`src/rtl/lcs_pkg.sv`:
```
// ----------------------------------------------------------------------------
// lcs_pkg
// Shared types, constants and activation tables for the LSTM cell step block.
// ----------------------------------------------------------------------------
package lcs_pkg;

  localparam int DefaultCells = 64;
  localparam int IdxW         = 6;
  localparam int DataW        = 16;
  localparam int HidW         = 14;

  typedef logic signed [DataW-1:0] q412_t;
  typedef logic signed [DataW-1:0] tab_t [256];

  // one input transaction as it travels down the pipe
  typedef struct packed {
    logic [IdxW-1:0] cell_index;
    logic            seq_start;
    q412_t           in_gate_pre;
    q412_t           forget_gate_pre;
    q412_t           cell_pre;
    q412_t           out_gate_pre;
    q412_t           in_peep_weight;
    q412_t           out_peep_weight;
  } item_t;

  localparam logic [63:0] OneQ60 = 64'd1 << 60;

  // shift-subtract divide, elaboration only
  function automatic logic [63:0] udiv64(input logic [63:0] a, input logic [63:0] b);
    logic [63:0] q;
    logic [63:0] r;
    q = '0;
    r = '0;
    for (int i = 63; i >= 0; i--) begin
      r = {r[62:0], a[i]};
      if (r >= b) begin
        r    = r - b;
        q[i] = 1'b1;
      end
    end
    return q;
  endfunction

  // round(scale / (1 + p)), p = e^-t in Q60
  function automatic logic [63:0] logistic_round(input logic [63:0] scale,
                                                 input logic [63:0] p);
    logic [63:0] q;
    q = (OneQ60 + p) >> 20;
    return udiv64((scale << 41) + q, q << 1);
  endfunction

  // sigmoid table (want_tanh = 0) or tanh table (want_tanh = 1)
  function automatic tab_t build_tab(input logic want_tanh);
    tab_t         t;
    logic [63:0]  term;
    logic [63:0]  d;
    logic [63:0]  p;
    logic [127:0] prod;
    logic [63:0]  s;
    int           idx;
    int           m;
    for (int i = 0; i < 256; i++) t[i] = '0;
    term = OneQ60;
    d    = OneQ60;
    p    = OneQ60;
    for (int k = 1; k <= 14; k++) begin
      term = udiv64(term, 64'(32 * k));
      if ((k & 1) != 0) d = d - term;
      else d = d + term;
    end
    for (int n = 1; n <= 510; n++) begin
      prod = {64'd0, p} * {64'd0, d};
      p    = prod[123:60];
      if (!want_tanh && ((n & 1) != 0) && n <= 255) begin
        idx            = (n + 255) >> 1;
        s              = logistic_round(64'd4096, p);
        t[idx]         = DataW'(s);
        t[255 - idx]   = DataW'(64'd4096 - s);
      end
      if (want_tanh && ((n & 3) == 2)) begin
        m              = n >> 1;
        idx            = (m + 255) >> 1;
        s              = logistic_round(64'd8192, p) - 64'd4096;
        t[idx]         = DataW'(s);
        t[255 - idx]   = DataW'(64'd0 - s);
      end
    end
    return t;
  endfunction

  localparam tab_t SigTab  = build_tab(1'b0);
  localparam tab_t TanhTab = build_tab(1'b1);

  // clamp to Q4.12 range and take the top byte with the sign flipped
  function automatic logic [7:0] tab_idx(input logic signed [23:0] x);
    logic [7:0] k;
    if (x < -24'sd32768) k = 8'd0;
    else if (x > 24'sd32767) k = 8'd255;
    else k = x[15:8] ^ 8'h80;
    return k;
  endfunction

endpackage

```
`src/rtl/lcs_if.sv`:
```
// ----------------------------------------------------------------------------
// lcs_in_if / lcs_out_if
// Valid/ready channels for gate transactions and cell results.
// ----------------------------------------------------------------------------
interface lcs_in_if;
  import lcs_pkg::*;
  logic            valid;
  logic            ready;
  logic [IdxW-1:0] cell_index;
  logic            seq_start;
  q412_t           in_gate_pre;
  q412_t           forget_gate_pre;
  q412_t           cell_pre;
  q412_t           out_gate_pre;
  q412_t           in_peep_weight;
  q412_t           out_peep_weight;

  modport source (output valid, cell_index, seq_start, in_gate_pre, forget_gate_pre,
                  cell_pre, out_gate_pre, in_peep_weight, out_peep_weight,
                  input ready);
  modport sink (input valid, cell_index, seq_start, in_gate_pre, forget_gate_pre,
                cell_pre, out_gate_pre, in_peep_weight, out_peep_weight,
                output ready);
endinterface

interface lcs_out_if;
  import lcs_pkg::*;
  logic                   valid;
  logic                   ready;
  logic [IdxW-1:0]        cell_index_out;
  logic signed [HidW-1:0] hidden_out;
  q412_t                  new_state;

  modport source (output valid, cell_index_out, hidden_out, new_state, input ready);
  modport sink (input valid, cell_index_out, hidden_out, new_state, output ready);
endinterface

```
`src/rtl/lcs_state_mem.sv`:
```
// ----------------------------------------------------------------------------
// lcs_state_mem
// Per-cell state store: one write port, one registered read port, reads as
// zero until an entry is first written after reset.
// ----------------------------------------------------------------------------
module lcs_state_mem
  import lcs_pkg::*;
#(
  parameter int CELLS = DefaultCells,
  localparam int AW   = (CELLS > 1) ? $clog2(CELLS) : 1
) (
  input  logic          clk,
  input  logic          rst_n,
  input  logic          rd_en,
  input  logic [AW-1:0] rd_addr,
  output q412_t         rd_data,
  input  logic          wr_en,
  input  logic [AW-1:0] wr_addr,
  input  q412_t         wr_data
);

  q412_t            mem [CELLS];
  logic [CELLS-1:0] written_r;
  q412_t            rd_word_r;
  logic             rd_hit_r;

  always_ff @(posedge clk) begin
    if (wr_en) begin
      mem[wr_addr] <= wr_data;
    end
    if (rd_en) begin
      rd_word_r <= mem[rd_addr];
    end
  end

  always_ff @(posedge clk) begin
    if (!rst_n) begin
      written_r <= '0;
      rd_hit_r  <= 1'b0;
    end else begin
      if (wr_en) written_r[wr_addr] <= 1'b1;
      if (rd_en) rd_hit_r <= written_r[rd_addr];
    end
  end

  assign rd_data = rd_hit_r ? rd_word_r : '0;

endmodule

```
`src/rtl/lstm_cell_step.sv`:
```
// ----------------------------------------------------------------------------
// lstm_cell_step
// LSTM memory-cell update with optional peepholes, Q4.12 fixed point,
// eight-stage pipeline with a per-cell state store.
// ----------------------------------------------------------------------------
//  channel   dir  handshake       payload
//  in_ch     in   valid/ready     cell_index, seq_start, 4 gate pre-acts, 2 peep weights
//  out_ch    out  valid/ready     cell_index_out, hidden_out, new_state
//  cfg_*     in   cfg_we strobe   cfg_wdata = peephole_enable
//
// One transaction per cycle while out_ch is ready and no same-cell wait holds the input.
// A transaction whose cell (not on a sequence start) matches one still in stages
// 1..4 waits until that one has written its state: the loop is read, peephole
// multiply, gate lookup, gate products, state sum. Reset clears valid bits, the config
// register and the store's written flags at once (no clearing pass). A stalled output
// backs up stage by stage; bubbles collapse, nothing is dropped or repeated.
// ----------------------------------------------------------------------------
module lstm_cell_step
  import lcs_pkg::*;
#(
  parameter int CELLS = DefaultCells
) (
  input  logic          clk,
  input  logic          rst_n,
  lcs_in_if.sink        in_ch,
  lcs_out_if.source     out_ch,
  input  logic          cfg_we,
  input  logic          cfg_wdata
);

  localparam int SW = (CELLS > 1) ? $clog2(CELLS) : 1;

  // cell index -> store slot (index mod CELLS)
  logic [SW-1:0] slot_lut [2**IdxW];
  for (genvar g = 0; g < 2**IdxW; g++) begin : g_slot
    assign slot_lut[g] = SW'(g % CELLS);
  end

  logic peep_r;

  always_ff @(posedge clk) begin
    if (!rst_n) peep_r <= 1'b0;
    else if (cfg_we) peep_r <= cfg_wdata;
  end

  // stage valids and data
  logic [7:0] v_r;
  logic [8:0] rdy;          // rdy[k]: stage k+1 may load, rdy[7]: output register
  item_t d1_r, d2_r, d3_r, d4_r, d5_r, d6_r, d7_r;

  assign rdy[8] = out_ch.ready;
  for (genvar k = 0; k < 8; k++) begin : g_rdy
    assign rdy[k] = !v_r[k] || rdy[k+1];
  end
  // v_r[0] = stage 1 ... v_r[6] = stage 7, v_r[7] = output register

  // ---------------- input and hazard check ----------------
  item_t   in_item;
  logic    hazard;
  logic    in_acc;
  logic [SW-1:0] in_slot;

  assign in_item = '{cell_index: in_ch.cell_index, seq_start: in_ch.seq_start,
                     in_gate_pre: in_ch.in_gate_pre,
                     forget_gate_pre: in_ch.forget_gate_pre,
                     cell_pre: in_ch.cell_pre, out_gate_pre: in_ch.out_gate_pre,
                     in_peep_weight: in_ch.in_peep_weight,
                     out_peep_weight: in_ch.out_peep_weight};
  assign in_slot = slot_lut[in_ch.cell_index];

  // an older transaction on the same cell that has not yet written its state
  assign hazard = !in_ch.seq_start && (
      (v_r[0] && slot_lut[d1_r.cell_index] == in_slot) ||
      (v_r[1] && slot_lut[d2_r.cell_index] == in_slot) ||
      (v_r[2] && slot_lut[d3_r.cell_index] == in_slot) ||
      (v_r[3] && slot_lut[d4_r.cell_index] == in_slot));

  assign in_ch.ready = rdy[0] && !hazard;
  assign in_acc      = in_ch.valid && in_ch.ready;

  // ---------------- state store ----------------
  q412_t c_prev_rd;
  q412_t c4;
  logic  st_wr;

  assign st_wr = v_r[3] && rdy[4];

  lcs_state_mem #(.CELLS(CELLS)) u_mem (
    .clk     (clk),
    .rst_n   (rst_n),
    .rd_en   (in_acc),
    .rd_addr (in_slot),
    .rd_data (c_prev_rd),
    .wr_en   (st_wr),
    .wr_addr (slot_lut[d4_r.cell_index]),
    .wr_data (c4)
  );

  // ---------------- stage 1: previous state, input peephole product ----------
  q412_t              cprev1;
  logic signed [31:0] pin1;
  assign cprev1 = d1_r.seq_start ? '0 : c_prev_rd;
  // signed zero keeps the product signed
  assign pin1   = peep_r ? d1_r.in_peep_weight * cprev1 : 32'sd0;

  // ---------------- stage 2: gate lookups ----------------
  q412_t              cprev2_r;
  logic signed [31:0] pin2_r;
  logic signed [23:0] isum2;
  q412_t              ig2, fg2, gc2;
  assign isum2 = 24'(d2_r.in_gate_pre) + 24'(pin2_r >>> 12);
  assign ig2   = SigTab[tab_idx(isum2)];
  assign fg2   = SigTab[tab_idx(24'(d2_r.forget_gate_pre))];
  assign gc2   = TanhTab[tab_idx(24'(d2_r.cell_pre))];

  // ---------------- stage 3: gate products ----------------
  q412_t              ig3_r, fg3_r, gc3_r, cprev3_r;
  logic signed [31:0] p1_3, p2_3;
  assign p1_3 = ig3_r * gc3_r;
  assign p2_3 = fg3_r * cprev3_r;

  // ---------------- stage 4: state sum and saturation ----------------
  logic signed [31:0] p1_4_r, p2_4_r;
  logic signed [32:0] csum4;
  logic signed [20:0] csh4;
  assign csum4 = 33'(p1_4_r) + 33'(p2_4_r);
  assign csh4  = 21'(csum4 >>> 12);
  always_comb begin
    if (csh4 > 21'sd32767) c4 = 16'sd32767;
    else if (csh4 < -21'sd32768) c4 = 16'sh8000;
    else c4 = csh4[15:0];
  end

  // ---------------- stage 5: output peephole product, tanh(c) ----------
  q412_t              c5_r;
  logic signed [31:0] pout5;
  q412_t              tc5;
  assign pout5 = peep_r ? d5_r.out_peep_weight * c5_r : 32'sd0;
  assign tc5   = TanhTab[tab_idx(24'(c5_r))];

  // ---------------- stage 6: output gate ----------------
  q412_t              c6_r, tc6_r;
  logic signed [31:0] pout6_r;
  logic signed [23:0] osum6;
  q412_t              og6;
  assign osum6 = 24'(d6_r.out_gate_pre) + 24'(pout6_r >>> 12);
  assign og6   = SigTab[tab_idx(osum6)];

  // ---------------- stage 7: hidden output ----------------
  q412_t              c7_r, tc7_r, og7_r;
  logic signed [31:0] hp7;
  assign hp7 = og7_r * tc7_r;

  logic [IdxW-1:0]        oidx_r;
  logic signed [HidW-1:0] oh_r;
  q412_t                  oc_r;

  // payload registers
  always_ff @(posedge clk) begin
    if (in_acc) d1_r <= in_item;
    if (v_r[0] && rdy[1]) begin
      d2_r <= d1_r; cprev2_r <= cprev1; pin2_r <= pin1;
    end
    if (v_r[1] && rdy[2]) begin
      d3_r <= d2_r; ig3_r <= ig2; fg3_r <= fg2; gc3_r <= gc2; cprev3_r <= cprev2_r;
    end
    if (v_r[2] && rdy[3]) begin
      d4_r <= d3_r; p1_4_r <= p1_3; p2_4_r <= p2_3;
    end
    if (v_r[3] && rdy[4]) begin
      d5_r <= d4_r; c5_r <= c4;
    end
    if (v_r[4] && rdy[5]) begin
      d6_r <= d5_r; c6_r <= c5_r; tc6_r <= tc5; pout6_r <= pout5;
    end
    if (v_r[5] && rdy[6]) begin
      d7_r <= d6_r; c7_r <= c6_r; tc7_r <= tc6_r; og7_r <= og6;
    end
    if (v_r[6] && rdy[7]) begin
      oidx_r <= d7_r.cell_index;
      oh_r   <= HidW'(hp7 >>> 12);
      oc_r   <= c7_r;
    end
  end

  // valid bits
  logic [7:0] v_nxt;
  always_comb begin
    v_nxt[0] = in_acc || (v_r[0] && !rdy[1]);
    for (int k = 1; k < 8; k++) begin
      v_nxt[k] = (v_r[k-1] && rdy[k]) || (v_r[k] && !rdy[k+1]);
    end
  end

  always_ff @(posedge clk) begin
    if (!rst_n) v_r <= '0;
    else v_r <= v_nxt;
  end

  assign out_ch.valid          = v_r[7];
  assign out_ch.cell_index_out = oidx_r;
  assign out_ch.hidden_out     = oh_r;
  assign out_ch.new_state      = oc_r;

  // ---------------- assertions ----------------
  // interlock: a reading transaction in stage 1 never overlaps a same-cell
  // transaction in stage 2, which has yet to write its state
  a_no_raw: assert property (@(posedge clk) disable iff (!rst_n)
    (v_r[0] && !d1_r.seq_start && v_r[1]) |->
      (slot_lut[d1_r.cell_index] != slot_lut[d2_r.cell_index]))
    else $error("state read overlaps pending write");

  // hidden output stays within +/-1.0
  a_h_range: assert property (@(posedge clk) disable iff (!rst_n)
    out_ch.valid |-> (out_ch.hidden_out >= -14'sd4096) && (out_ch.hidden_out <= 14'sd4096))
    else $error("hidden_out out of range");

  // a state write always comes from a transaction leaving stage 4
  a_wr_move: assert property (@(posedge clk) disable iff (!rst_n)
    st_wr |=> v_r[4])
    else $error("state write without stage 5 load");

endmodule

```
`src/flat_wrapper.sv`:
```
// flat-port wrapper written by rule: the top's interface ports become plain ports
module lstm_cell_step_flat import lcs_pkg::*;
#(
  parameter int CELLS = DefaultCells
)
  (clk, rst_n, cfg_we, cfg_wdata, in_ch_valid, in_ch_cell_index, in_ch_seq_start, in_ch_in_gate_pre, in_ch_forget_gate_pre, in_ch_cell_pre, in_ch_out_gate_pre, in_ch_in_peep_weight, in_ch_out_peep_weight, in_ch_ready, out_ch_valid, out_ch_cell_index_out, out_ch_hidden_out, out_ch_new_state, out_ch_ready);
  lcs_in_if in_ch_i ();
  lcs_out_if out_ch_i ();
  input  logic clk;
  input  logic rst_n;
  input  logic cfg_we;
  input  logic cfg_wdata;
  input wire logic [$bits(in_ch_i.valid)-1:0] in_ch_valid;
  input wire logic [$bits(in_ch_i.cell_index)-1:0] in_ch_cell_index;
  input wire logic [$bits(in_ch_i.seq_start)-1:0] in_ch_seq_start;
  input wire logic [$bits(in_ch_i.in_gate_pre)-1:0] in_ch_in_gate_pre;
  input wire logic [$bits(in_ch_i.forget_gate_pre)-1:0] in_ch_forget_gate_pre;
  input wire logic [$bits(in_ch_i.cell_pre)-1:0] in_ch_cell_pre;
  input wire logic [$bits(in_ch_i.out_gate_pre)-1:0] in_ch_out_gate_pre;
  input wire logic [$bits(in_ch_i.in_peep_weight)-1:0] in_ch_in_peep_weight;
  input wire logic [$bits(in_ch_i.out_peep_weight)-1:0] in_ch_out_peep_weight;
  output wire logic [$bits(in_ch_i.ready)-1:0] in_ch_ready;
  output wire logic [$bits(out_ch_i.valid)-1:0] out_ch_valid;
  output wire logic [$bits(out_ch_i.cell_index_out)-1:0] out_ch_cell_index_out;
  output wire logic [$bits(out_ch_i.hidden_out)-1:0] out_ch_hidden_out;
  output wire logic [$bits(out_ch_i.new_state)-1:0] out_ch_new_state;
  input wire logic [$bits(out_ch_i.ready)-1:0] out_ch_ready;
  assign in_ch_i.valid = in_ch_valid;
  assign in_ch_i.cell_index = in_ch_cell_index;
  assign in_ch_i.seq_start = in_ch_seq_start;
  assign in_ch_i.in_gate_pre = in_ch_in_gate_pre;
  assign in_ch_i.forget_gate_pre = in_ch_forget_gate_pre;
  assign in_ch_i.cell_pre = in_ch_cell_pre;
  assign in_ch_i.out_gate_pre = in_ch_out_gate_pre;
  assign in_ch_i.in_peep_weight = in_ch_in_peep_weight;
  assign in_ch_i.out_peep_weight = in_ch_out_peep_weight;
  assign in_ch_ready = in_ch_i.ready;
  assign out_ch_valid = out_ch_i.valid;
  assign out_ch_cell_index_out = out_ch_i.cell_index_out;
  assign out_ch_hidden_out = out_ch_i.hidden_out;
  assign out_ch_new_state = out_ch_i.new_state;
  assign out_ch_i.ready = out_ch_ready;
  lstm_cell_step #(.CELLS(CELLS)) u_core (.clk(clk), .rst_n(rst_n), .in_ch(in_ch_i), .out_ch(out_ch_i), .cfg_we(cfg_we), .cfg_wdata(cfg_wdata));
endmodule
```
`config.mk`:
```
export PLATFORM = sky130hd
export DESIGN_NAME = lstm_cell_step_flat
export DESIGN_NICKNAME = d
export VERILOG_FILES = /design/src/rtl/lcs_pkg.sv /design/src/rtl/lcs_if.sv /design/src/rtl/lcs_state_mem.sv /design/src/rtl/lstm_cell_step.sv /design/src/flat_wrapper.sv
export SDC_FILE = /design/constraint.sdc
export NUM_CORES = 2
export LEC_CHECK = 0
export ABC_AREA = 1
export ABC_CLOCK_PERIOD_IN_PS = 8500
export BUFFER_PORTS_ARGS = -buffer_cell sky130_fd_sc_hd__buf_2
export CORE_MARGIN = 10
export CORE_UTILIZATION = 50
export CTS_BUF_LIST = sky130_fd_sc_hd__clkbuf_2 sky130_fd_sc_hd__clkbuf_4 sky130_fd_sc_hd__clkbuf_8
export CTS_CLUSTER_DIAMETER = 150
export DETAILED_ROUTE_END_ITERATION = 10
export GPL_ROUTABILITY_DRIVEN = 1
export PLACE_DENSITY = 0.66
export SLEW_MARGIN = 15
export SYNTH_ARGS = -nofsm -noshare
export SYNTH_HDL_FRONTEND = slang
export SYNTH_HIERARCHICAL = 1
export SYNTH_SLANG_ARGS = --single-unit
```
`constraint.sdc`:
```
create_clock -name clk -period 8.5 [get_ports clk]
set_input_delay 1.275 -clock clk [delete_from_list [all_inputs] [get_ports clk]]
set_output_delay 1.275 -clock clk [all_outputs]
set_load 0.1 [all_outputs]
```
---- Yosys cells after proc, flatten, opt, wreduce, memory -nomap -nowiden ----
Memory sizes are Yosys's and may differ from the RTL's. A register that Yosys moved wholly into a read port is not among the register bits.
Cells that the tools add are included.
W data, S select, Z words.
storage, ports and cells
  flip-flop bits (word level) ............. 665
  bits in latches ......................... 0
  memory bits (writable) .................. 1024
  ROM bits ................................ 22400
  input port bits ......................... 109
  output and inout port bits .............. 38
  word-level logic and storage cells ...... 192
  memories kept ........................... 11
memory list
  memory            depth  bits a word  rd ports  clocked after Yosys merged registers in  wr ports  line                   RTL
  (name not given)  256    16           1         1                                        0         lstm_cell_step.sv:114  assign gc2 = TanhTab[tab_idx(24'(d2_r.cell_pre))];
  (name not given)  256    16           1         1                                        0         lstm_cell_step.sv:139  assign tc5 = TanhTab[tab_idx(24'(c5_r))];
  (name not given)  256    16           1         1                                        0         lstm_cell_step.sv:147  assign og6 = SigTab[tab_idx(osum6)];
  (name not given)  256    16           1         1                                        0         lstm_cell_step.sv:113  assign fg2 = SigTab[tab_idx(24'(d2_r.forget_gate_pre))];
  (name not given)  256    16           1         1                                        0         lstm_cell_step.sv:112  assign ig2 = SigTab[tab_idx(isum2)];
  u_core.u_mem.mem  64     16           1         1                                        1         lcs_state_mem.sv:22    q412_t mem [CELLS];
  +5 memories       -      -            -         -                                        -         -
operators by class
  $add $sub $neg .......................... 3
  $mul .................................... 5
  div/mod/pow operators ................... 0
  magnitude comparators ................... 20
  eq/ne operators ......................... 4
  shifts and indexed selects .............. 0
  mux-type cells .......................... 30
  bitwise logic cells ..................... 16
  reductions and logical operators ........ 60
operator list
  cell                    count
  $mul A16 B16 Y32        4
  $mux W8                 10
  $mux W16                4
  $or A64 B64 Y64         1
  $mux W6                 10
  $gt A16 B16 Y1 const B  3
  $gt A24 B16 Y1 const B  2
  $lt A16 B16 Y1 const B  3
  $lt A24 B16 Y1 const B  2
  $not A8 Y9              5
  $add A16 B20 Y21        2
  $ge A7 B7 Y1 const B    5
  $not A6 Y7              5
  $add A32 B32 Y33        1
  $mul A16 B16 Y26        1
  $eq A6 B6 Y1            4
  $logic_and A1 B1 Y1     23
  $gt A21 B16 Y1 const B  1
  $lt A21 B16 Y1 const B  1
  $logic_or A1 B1 Y1      19
  $logic_not A1 Y1        18
  $lt A6 B7 Y1 const B    2
  $bmux W1 S6             1
  $demux W1 S6            1
  other kinds (3)         10

---- Logic depth before layout (Yosys ltp) ----
  word-level depth ........................ 14
  depth in mapped cells ................... 34

---- Modules after synthesis ----
The synthesis kept the hierarchy.
modules (own cells, without submodules)
  module          times used  cells an instance  area an instance (µm²)  seq. area each (µm²)
  lstm_cell_step  1           8640               73092.6                 18107.4
  lcs_state_mem   1           3673               43805.8                 32531.2

---- Worst setup path after synthesis ----
No wires, ideal clock.
  path type ............................... input port to flip-flop
  from .................................... input out_ch_ready
  to ...................................... register u_core/d4_r[0] (netlist name) (enable)
  library setup time ...................... 0.565 ns
  arrival time ............................ 6.023 ns
  data required time ...................... 7.935 ns
  path slack .............................. 1.912 ns
  stages .................................. 10
  path buffers ............................ 0
  path through ............................ inv_1 -> nand2_1 -> nor2_1 -> inv_1 -> nor2_1 -> inv_1 -> nor2_1 -> inv_1 -> nor2_1 -> nor2_1
on the way
  word-level cells in the longest chain between the ends .. 6
RTL lines
  what                             line                   RTL
  start, declared                  flat_wrapper.sv:27     input wire logic [$bits(out_ch_i.ready)-1:0] out_ch_ready;
  $logic_or A1 B1 Y1 (5 in a row)  lstm_cell_step.sv:53   assign rdy[k] = !v_r[k] || rdy[k+1];
  $logic_and A1 B1 Y1              lstm_cell_step.sv:167  if (v_r[2] && rdy[3]) begin
  end signal, assigned             lstm_cell_step.sv:168  d4_r <= d3_r; p1_4_r <= p1_3; p2_4_r <= p2_3;
  end, declared                    lstm_cell_step.sv:49   item_t d1_r, d2_r, d3_r, d4_r, d5_r, d6_r, d7_r;
No other way between the ends.
A chain may end at the register's enable or synchronous reset.

---- Worst setup path in the final report ----
  from .................................... register u_core/d1_r[96] (netlist name)
  to ...................................... register u_core.pin2_r[29], data pin
on the way
  word-level cells in the longest chain between the ends .. 2
RTL lines
  what                    line                   RTL
  start, declared         lstm_cell_step.sv:49
  start signal, assigned  lstm_cell_step.sv:160  if (in_acc) d1_r <= in_item;
  $mux W16                lstm_cell_step.sv:102  assign cprev1 = d1_r.seq_start ? '0 : c_prev_rd;
  net u_core.cprev1[1]    lstm_cell_step.sv:100  q412_t cprev1;
  $mul A16 B16 Y32        lstm_cell_step.sv:104  assign pin1 = peep_r ? d1_r.in_peep_weight * cprev1 : 32'sd0;
  end signal, assigned    lstm_cell_step.sv:162  d2_r <= d1_r; cprev2_r <= cprev1; pin2_r <= pin1;
  end, declared           lstm_cell_step.sv:108  logic signed [31:0] pin2_r;
The timed path passes the listed nets, and every way through them passes these cells.

==> metrics.md <==
| Metric | Value |
|---|---|
| Yosys cell types | 71 |
| Leak | 56.5 nW |
| Fin crit period | 7540 ps |
| Critical path depth | 27 |
| Leading area contributor after synthesis | edfxtp_1 |
| Kind of critical path | reg -> reg |
| Crit path max fanout | 16 |
| Die area | 254,000 um^2 |
| Critical Path Sink Type | register |
| Largest net degree at the start of global routing | 189 |
| Routability cong. | 0.963 |
| Layout cells sized above 1 | 7.06% |
| Avg WL per Cell | 21.7 um |
| Endpoints failing hold | 0 |
| Clock-pin slew on the worst setup and hold paths | 70 ps |
| Max Freq | 133 MHz |
| Critical Path Start Type | register |
| Synth async-reset ratio | 0% |
| Post-cts sizing count | 0 |
| Setup TNS Final | 0 ps |
| Synth Cell Area | 117,000 um^2 |
| MaxCap Viol Count | 0 |
| Slew headroom | 18.8% |
| Synthesized flop and latch total | 1,711 |
| Via/cell ratio | 5.67 |
| DIE WIDTH | 504 um |
| Commonest cells post-synth | nand2_1 (2,557), inv_1 (1,991), edfxtp_1 (1,637) |
| Worst hold stages | 0 |
| TritonCTS Buffers | 312 |
| R2R Path Start | u_core/d1_r[96]$_DFFE_PP_ |
| Synthesized Nets | 14,000 |
| Post-synthesis compound-gate area fraction | 8.74% |
| Routed via count | 88,600 |
| Die Ht | 504 um |
| Post-synth EDFFs | 1,637 |
| Root Buffer | clkbuf_8 |
| Final HPWL DP | 229,000 um |
| Post-CTS setup buffer count | 0 |
| Synth Area in Adders | 23.0% |
| Critical Path Slowest Stage Cell | fa_1 |
| Main synth FF type | edfxtp_1 |
| DRC Markers | 0 |
| Hold WC Path Type | reg -> reg |
| Skew final | 97.5 ps |
| GRT overflow | 0 |
| Num ports | 147 |
| Antenna violations before repair | 13 |
| Largest family of logic cells by synthesized area | adder cells |
| Num Clock Sinks | 1,711 |
| CTS tree | done |
| Detailed Routing Iterations Pass 1 | 8 |
| Number of global-route vias before repair | 89,800 |
| Crit. Startpoint | u_core/d1_r[96]$_DFFE_PP_ |
| Post-Synthesis Cells | 12,300 |
| Period utilization | 88.7% |
| Clk Latency, worst-skew pair | 1060 ps |
| Core ar. | 233,000 um^2 |
| R2R Path End | u_core/pin2_r[29]$_SDFFCE_PN0P_ |
| Synth warnings | 6 |
| Register area share after synthesis | 43.3% |
| Clock Path Buffers | 4 |
| Crit path arrival time | 8300 ps |
| First-pass GRT wire length | 521,000 um |
| Utilization after layout | 54.4% |
| Syn-to-layout area delta | 8.30% |
| R2R depth | 27 |
| GRT Util Overall | 26.3% |
| CP max stage delay | 540 ps |
| Reg-to-reg slack, setup | 960 ps |
| Initial core utilization | 50.3% |
| Outcome | finished clean |
| Hold EP | u_core/d2_r[63]$_DFFE_PP_ |
| Synth top area share | 42.1% |
| Worst Tran Pin Value | 1210 ps |
| Simple-gate share of the synthesized area | 15.3% |
| CTS H-tree depth | 5 |
| DRT iter0 DRCs | 8,455 |
| Cts hold-fix bufs | 0 |
| Mean Syn Cell Area | 9.49 um^2 |
| RSZ-0062 raised after global routing | false |
| Post-Synth XOR/XNOR Area | 1.08% |
| Worst EP required | 9260 ps |
| Multiplexer share of the synthesized area | 0% |
| Core Rows | 177 |
| Worst path buffer plus inverter count | 5 |
| Nets | 14,100 |
| Delay-heaviest family, CP | adder cells |
| P per Cell Area | 225 nW/um^2 |
| Detail Route Antenna Nets | 0 |
| Synth top area cells | edfxtp_1 (42%), fa_1 (16%), nand2_1 (8.2%), ha_1 (6.9%), inv_1 (6.4%) |
| Top-count cell post-synth | nand2_1 |
| Fin. max-slew vios | 0 |
| DRT Wirelength | 340,000 um |
| HP Start | u_core/d1_r[63]$_DFFE_PP_ |
| Finish-stage setup viols | 0 |
| Port buffer count | 130 |
| Peak VDD IR | 254 uV |
-- per-layer routing --
metal | part of all wire [%] | wire (um) | GRT usage [%]
met3 | 8.6 | 29100 | 4.53
met4 | 4.8 | 16200 | 11.4
met5 | 0.014 | 46 | 0
met1 | 41 | 139000 | 35.7
met2 | 46 | 156000 | 41.9
-- kinds of logic (layout without fill, tap and decap cells) --
group / after synthesis / count (layout)
and+or+nand+nor: 4481 / 4481
buffers and inverters: 2588 / 2866
AOI/OAI and AO/OA: 1804 / 1804
DFF: 1711 / 1711
adders and majority gates: 1586 / 1586
xor gates and xnor gates: 143 / 143
other: 0 / 12
-- worst reg2reg max path, cell delays in order (launching register included) --
cell and delay [ps]:
edfxtp_1 330, clkinv_1 320, nand2_1 460, clkinv_1 400, nand2_1 210, fa_1 440
fa_1 530, fa_1 520, inv_1 60, fa_1 540, fa_1 510, inv_1 50
fa_1 490, inv_1 50, ha_1 350, nand2_1 90, nor2_1 140, nand2_1 70
o21ai_0 300, a31oi_1 210, o21ai_0 300, nand4_1 120, o211ai_1 160, nand4_1 170
nand2_1 140, nand2_1 90, a21oi_1 150, nor2_1 70
-- registers in the layout, indices dropped and copies added, names as in the netlist, 32 cells and up --
signal and flops:
u_core/d1_r 87, u_core/d2_r 70, u_core/d3_r 38, u_core/d4_r 38, u_core/d5_r 38, u_core/p1_4_r 32
u_core/p2_4_r 32, u_core/u_mem/mem 1024, u_core/u_mem/written_r 64
-- worst max-delay path by stage --
stage,end,slack [ps]
2_1_floorplan,u_core/d4_r[0]$_DFFE_PP_,1910
3_3_place_gp,u_core/pin2_r[29]$_SDFFCE_PN0P_,1110
3_5_place_dp,u_core/pin2_r[29]$_SDFFCE_PN0P_,1100
4_1_cts,u_core/pin2_r[29]$_SDFFCE_PN0P_,1020
5_1_grt,u_core/pin2_r[29]$_SDFFCE_PN0P_,420
6_report,u_core/pin2_r[29]$_SDFFCE_PN0P_,960
-- per-stage QoR --
stage	hold slack, ps	worst slack [ps]	area, um^2	total power, mW	instances
6_report	382	963	127000	28.5	15600
3_5_place_dp	405	1100	120000	20.6	15100
2_1_floorplan	400	1910	117000	17.7	12300
5_1_grt	332	416	127000	30.4	15600
4_1_cts	305	1020	127000	28.6	15600
3_3_place_gp	401	1110	120000	20.6	15100
-- final cells by class --
| cell class | count | area [um^2] |
|---|---|---|
| multi-input combinational | 8014 | 56300 |
| tap | 3043 | 3810 |
| antenna | 12 | 30.0 |
| clock buffer | 436 | 5290 |
| clock inverter | 102 | 811 |
| fill | 20700 | 106000 |
| timing repair buffer | 298 | 2050 |
| sequential | 1711 | 50600 |
| inverter | 2030 | 7650 |
-- power by group --
group          internal [mW]  switching (mW)
logic                   3.36            6.84
clock network           4.39            3.41
registers               10.3           0.161
total                   18.1            10.4
-- cells in the final DEF, fill, tap and decap left out, types with 53 or more instances in the layout --
| cell type | count |
|---|---|
| clkbuf_8 | 323 |
| ha_1 | 649 |
| o21ai_0 | 774 |
| nor3_1 | 57 |
| buf_2 | 127 |
| o22ai_1 | 270 |
| fa_1 | 937 |
| buf_4 | 160 |
| nand3_1 | 499 |
| nor2_1 | 1233 |
| xnor2_1 | 56 |
| a21oi_1 | 421 |
| edfxtp_1 | 1637 |
| clkinv_1 | 74 |
| nand2_1 | 2542 |
| nand4_1 | 53 |
| inv_1 | 1985 |
| dfxtp_1 | 74 |
| clkbuf_4 | 114 |
| xor2_1 | 84 |
(Power assumes the default switching activity.)
